--- config.mk ---
export PLATFORM = sky130hd
export DESIGN_NAME = ltc_shift_unit
export DESIGN_NICKNAME = d
export VERILOG_FILES = /design/src/hdl/ltc_pkg.sv /design/src/hdl/ltc_shift_unit.sv
export SDC_FILE = /design/constraint.sdc
export NUM_CORES = 1
export LEC_CHECK = 0
export BUFFER_PORTS_ARGS = -buffer_cell sky130_fd_sc_hd__buf_2
export CAP_MARGIN = 20
export CORE_UTILIZATION = 45
export DETAILED_ROUTE_END_ITERATION = 7
export PLACE_DENSITY_LB_ADDON = 0.1
export SLEW_MARGIN = 20
export SYNTH_ARGS = -nofsm -noshare
export SYNTH_HDL_FRONTEND = slang
export SYNTH_SLANG_ARGS = --single-unit
--- constraint.sdc ---
create_clock -name vclk -period 7.3
set_clock_uncertainty 0.05 [all_clocks]
set_input_delay 1.095 -clock vclk [all_inputs]
set_output_delay 1.095 -clock vclk [all_outputs]
set_load 0.01 [all_outputs]
--- src/hdl/ltc_pkg.sv ---
// ----------------------------------------------------------------------------
// ltc_pkg
// Shared types and constants for the line tag cache: op codes, stream
// layouts and the per-entry result of the range shift unit.
// ----------------------------------------------------------------------------
package ltc_pkg;

  // Op codes carried in the low bits of the input item
  localparam logic [2:0] OP_GET   = 3'd0;
  localparam logic [2:0] OP_PUT   = 3'd1;
  localparam logic [2:0] OP_INV   = 3'd2;
  localparam logic [2:0] OP_RANGE = 3'd3;
  localparam logic [2:0] OP_CLEAR = 3'd4;

  // Stream widths (fields packed from bit 0, padded to whole bytes)
  localparam int unsigned S_TDATA_W = 232;
  localparam int unsigned M_TDATA_W = 40;

  // Arithmetic width of the shift unit: holds any 64-bit key plus sign
  localparam int unsigned XW = 66;

  typedef struct packed {
    logic kill;   // entry leaves the table
    logic moved;  // entry takes a shifted key
  } shift_res_t;

endpackage

--- src/hdl/ltc_shift_unit.sv ---
// ----------------------------------------------------------------------------
// ltc_shift_unit
// Shared range unit: classifies one entry against the removed range and
// computes its shifted key, dropping keys that leave the key space.
// ----------------------------------------------------------------------------
module ltc_shift_unit #(
  parameter int unsigned LINE_BITS = 32
) (
  input  logic                   valid_i,
  input  logic [LINE_BITS-1:0]   key_i,
  input  logic [31:0]            first_i,
  input  logic [31:0]            count_i,
  input  logic signed [31:0]     delta_i,
  output ltc_pkg::shift_res_t    res_o,
  output logic [LINE_BITS-1:0]   newkey_o
);
  import ltc_pkg::*;

  logic [XW-1:0] kx, fx, diff, sum, kmax;
  logic          ge, in_rng, nz, neg, over;

  always_comb begin
    kx     = XW'(key_i);
    fx     = XW'(first_i);
    kmax   = XW'({LINE_BITS{1'b1}});
    ge     = kx >= fx;
    diff   = kx - fx;
    in_rng = diff < XW'(count_i);
    sum    = kx + {{(XW-32){delta_i[31]}}, delta_i};
    nz     = delta_i != 32'sd0;
    neg    = sum[XW-1];
    over   = !neg && (sum > kmax);
    res_o.kill  = valid_i && ge && (in_rng || (nz && (neg || over)));
    res_o.moved = valid_i && ge && !in_rng && nz && !neg && !over;
    newkey_o    = sum[LINE_BITS-1:0];
  end

endmodule

==> results.sh <==
export IMPL_yosys_area_top_type_share_pct=27.83
export IMPL_leakage_nw=2.946
export IMPL_drive_gt1_share_pct=23.38
export IMPL_synth_top_area_cell="ha_1"
export IMPL_critPathRequiredTime_ns=6.15
export IMPL_min_path_type="input port to output port"
export IMPL_dieArea_um2=9988
export IMPL_slew_headroom_pct=64.00
export IMPL_yosysMostFrequentCell="ha_1"
export IMPL_num_rows=35
export IMPL_worstSetupStartpoint="key_i[0]"
export IMPL_hpwl_um=11100
export IMPL_cp_endpoint="res_o[1]"
export IMPL_ys_types=64
export IMPL_globalplace_congestion=0.9177
export IMPL_rsz0062_at_grt="false"
export IMPL_multi_input_area_um2=3993
export IMPL_ys_top_cells_by_area="ha_1 (28%), a21oi_1 (7.3%), inv_1 (7.0%)"
export IMPL_yosys_top_cells_count="ha_1 (96), inv_1 (80), a21oi_1 (63)"
export IMPL_avgRoutedWirePerCell_um=13.82
export IMPL_fillers=959
export IMPL_pin_count=163
export IMPL_timing_final_crit_share_pct=90.21
export IMPL_cts_hold_buffers=0
export IMPL_dpl_instance_area_um2=5270
export IMPL_drt_iter0_drc=163
export IMPL_post_cts_resized=0
export IMPL_grt_pass1_wl_um=19910
export IMPL_grt_pass1_vias=4364
export IMPL_start_kind="input port"
export IMPL_slew_violations=0
export IMPL_path_class="input port to output port"
export IMPL_power_uw=508.6
export IMPL_clkbuf_count=0
export IMPL_ys_warn_count=0
export IMPL_path_max_fanout=5
export IMPL_ys_seq_area_share_pct=0
export IMPL_seqCellArea_um2=0
export IMPL_fin_tns_setup_ns=0
export IMPL_fin_nets=999
export IMPL_antenna_cells=0
export IMPL_seq_cell_count=0
export IMPL_final_antenna_net_count=0
export IMPL_grt_remaining_overflow=0
export IMPL_design_area_um2=5270
export IMPL_min_period_ns=6.585
export IMPL_whs_ns=2.455
export IMPL_power_density_nw_per_um2=96.51
export IMPL_die_w_um=99.94
export IMPL_core_um2=9284
export IMPL_ir_drop_v=0.00004939
export IMPL_tightestPinTransition_ns=0.5364
export IMPL_outcome="finished clean"
export IMPL_synth_net_count=838
export IMPL_maxCapViolCount=0
export IMPL_grt_max_degree=12
export IMPL_drtPass1Iterations=4
export IMPL_via_count=4839
export IMPL_wl_um=12430
export IMPL_drc=0
export IMPL_synthCells=611
export IMPL_area_delta_synth_final_pct=22.09
export IMPL_initial_core_util_pct=46.50
export IMPL_cts_setup_buffers=0
export IMPL_crit_path_end_kind="output port"
export IMPL_io_buffers=163
export IMPL_hold_viol_final=0
export IMPL_fin_util_pct=56.77
export IMPL_viasPerCell=5.383
export IMPL_grt_total_usage_pct=24.03
export IMPL_setup_viol=0
export IMPL_syn_area_um2=4317
export IMPL_dieHeight_um=99.94
export IMPL_postSynthAreaPerCell_um2=7.065
export IMPL_clock_fmax_mhz=151.9
export IMPL_antenna_found_initial=0
export IMPL_cp_data_arrival_time_ns=5.44
## area by class of cell
type	instances	share of cell area [%]
repair buffers	163	15.48
well taps	129	3.063
inverters	80	5.698
multi-input cells	527	75.76
## through the flow
step | setup slack, ns | cells
floorplan | 1.355 | 611
global placement | 0.8667 | 899
detailed placement | 0.7666 | 899
CTS | 0.7533 | 899
global route | 0.4499 | 899
finish | 0.7150 | 899
## cells by family (layout without fill, tap and decap cells)
| group | Yosys count | count (layout) | share of synthesized area [%] |
|---|---|---|---|
| xor+xnor | 53 | 53 | 10.75 |
| buf+inv | 84 | 243 | 7.507 |
| simple gates | 163 | 163 | 19.65 |
| mux | 1 | 1 | 0.2319 |
| compound gates | 212 | 212 | 33.10 |
| fa+ha+maj | 98 | 98 | 28.75 |
## critical path, stage by stage
cell and delay, ns:
buf_2 0.09, inv_1 0.04, ha_1 0.21, fa_1 0.41
and2b_1 0.23, o31a_1 0.14, o21ai_1 0.07, nand2b_2 0.12
a21oi_2 0.11, o31ai_4 0.37, a31oi_1 0.14, or3_1 0.43
xnor2_1 0.15, ha_1 0.29, a21o_1 0.18, a21oi_1 0.17
nor4b_1 0.25, a31oi_1 0.19, or4_1 0.51, o31ai_1 0.08
buf_2 0.16
## worst min path at each step
stage	slack (ns)	end	cells past startpoint	from
5_1_grt	2.48	newkey_o[0]	3	delta_i[0]
4_1_cts	2.46	newkey_o[0]	3	delta_i[0]
2_1_floorplan	2.25	res_o[0]	2	valid_i
6_report	2.45	newkey_o[0]	3	delta_i[0]
3_5_place_dp	2.45	newkey_o[0]	3	delta_i[0]
3_3_place_gp	2.45	newkey_o[0]	3	delta_i[0]
## cell usage in the layout (no fill, tap or decap), types with 4 or more instances in the layout
| cell | count |
|---|---|
| a211oi_1 | 5 |
| nor2_1 | 39 |
| or2_2 | 4 |
| xor2_1 | 21 |
| xnor2_1 | 32 |
| nand3_1 | 12 |
| a21boi_0 | 5 |
| a21o_1 | 39 |
| nor4_1 | 9 |
| ha_1 | 96 |
| o21bai_1 | 6 |
| or3_1 | 5 |
| nor2b_1 | 11 |
| nand4_1 | 10 |
| nor3_1 | 9 |
| o21a_1 | 8 |
| and2_1 | 4 |
| o21ai_0 | 29 |
| inv_1 | 80 |
| a31oi_1 | 8 |
| buf_2 | 163 |
| o211ai_1 | 7 |
| a21oi_1 | 63 |
| o21ai_1 | 4 |
| nand2b_1 | 6 |
| o31ai_1 | 8 |
| and3_1 | 10 |
| nand2_1 | 32 |
## power breakdown
group	internal (mW)	switching (mW)	total, mW
sequential	0	0	0
clock	0	0	0
combinational	0.231	0.278	0.509
## per-layer routing
metal	wire length, um	global-route usage, %
met1	6580	36.46
met2	5210	39.36
met3	531	0.4875
met4	104	1.471
met5	0	0
No activity file was read; power rests on OpenSTA's default activity.
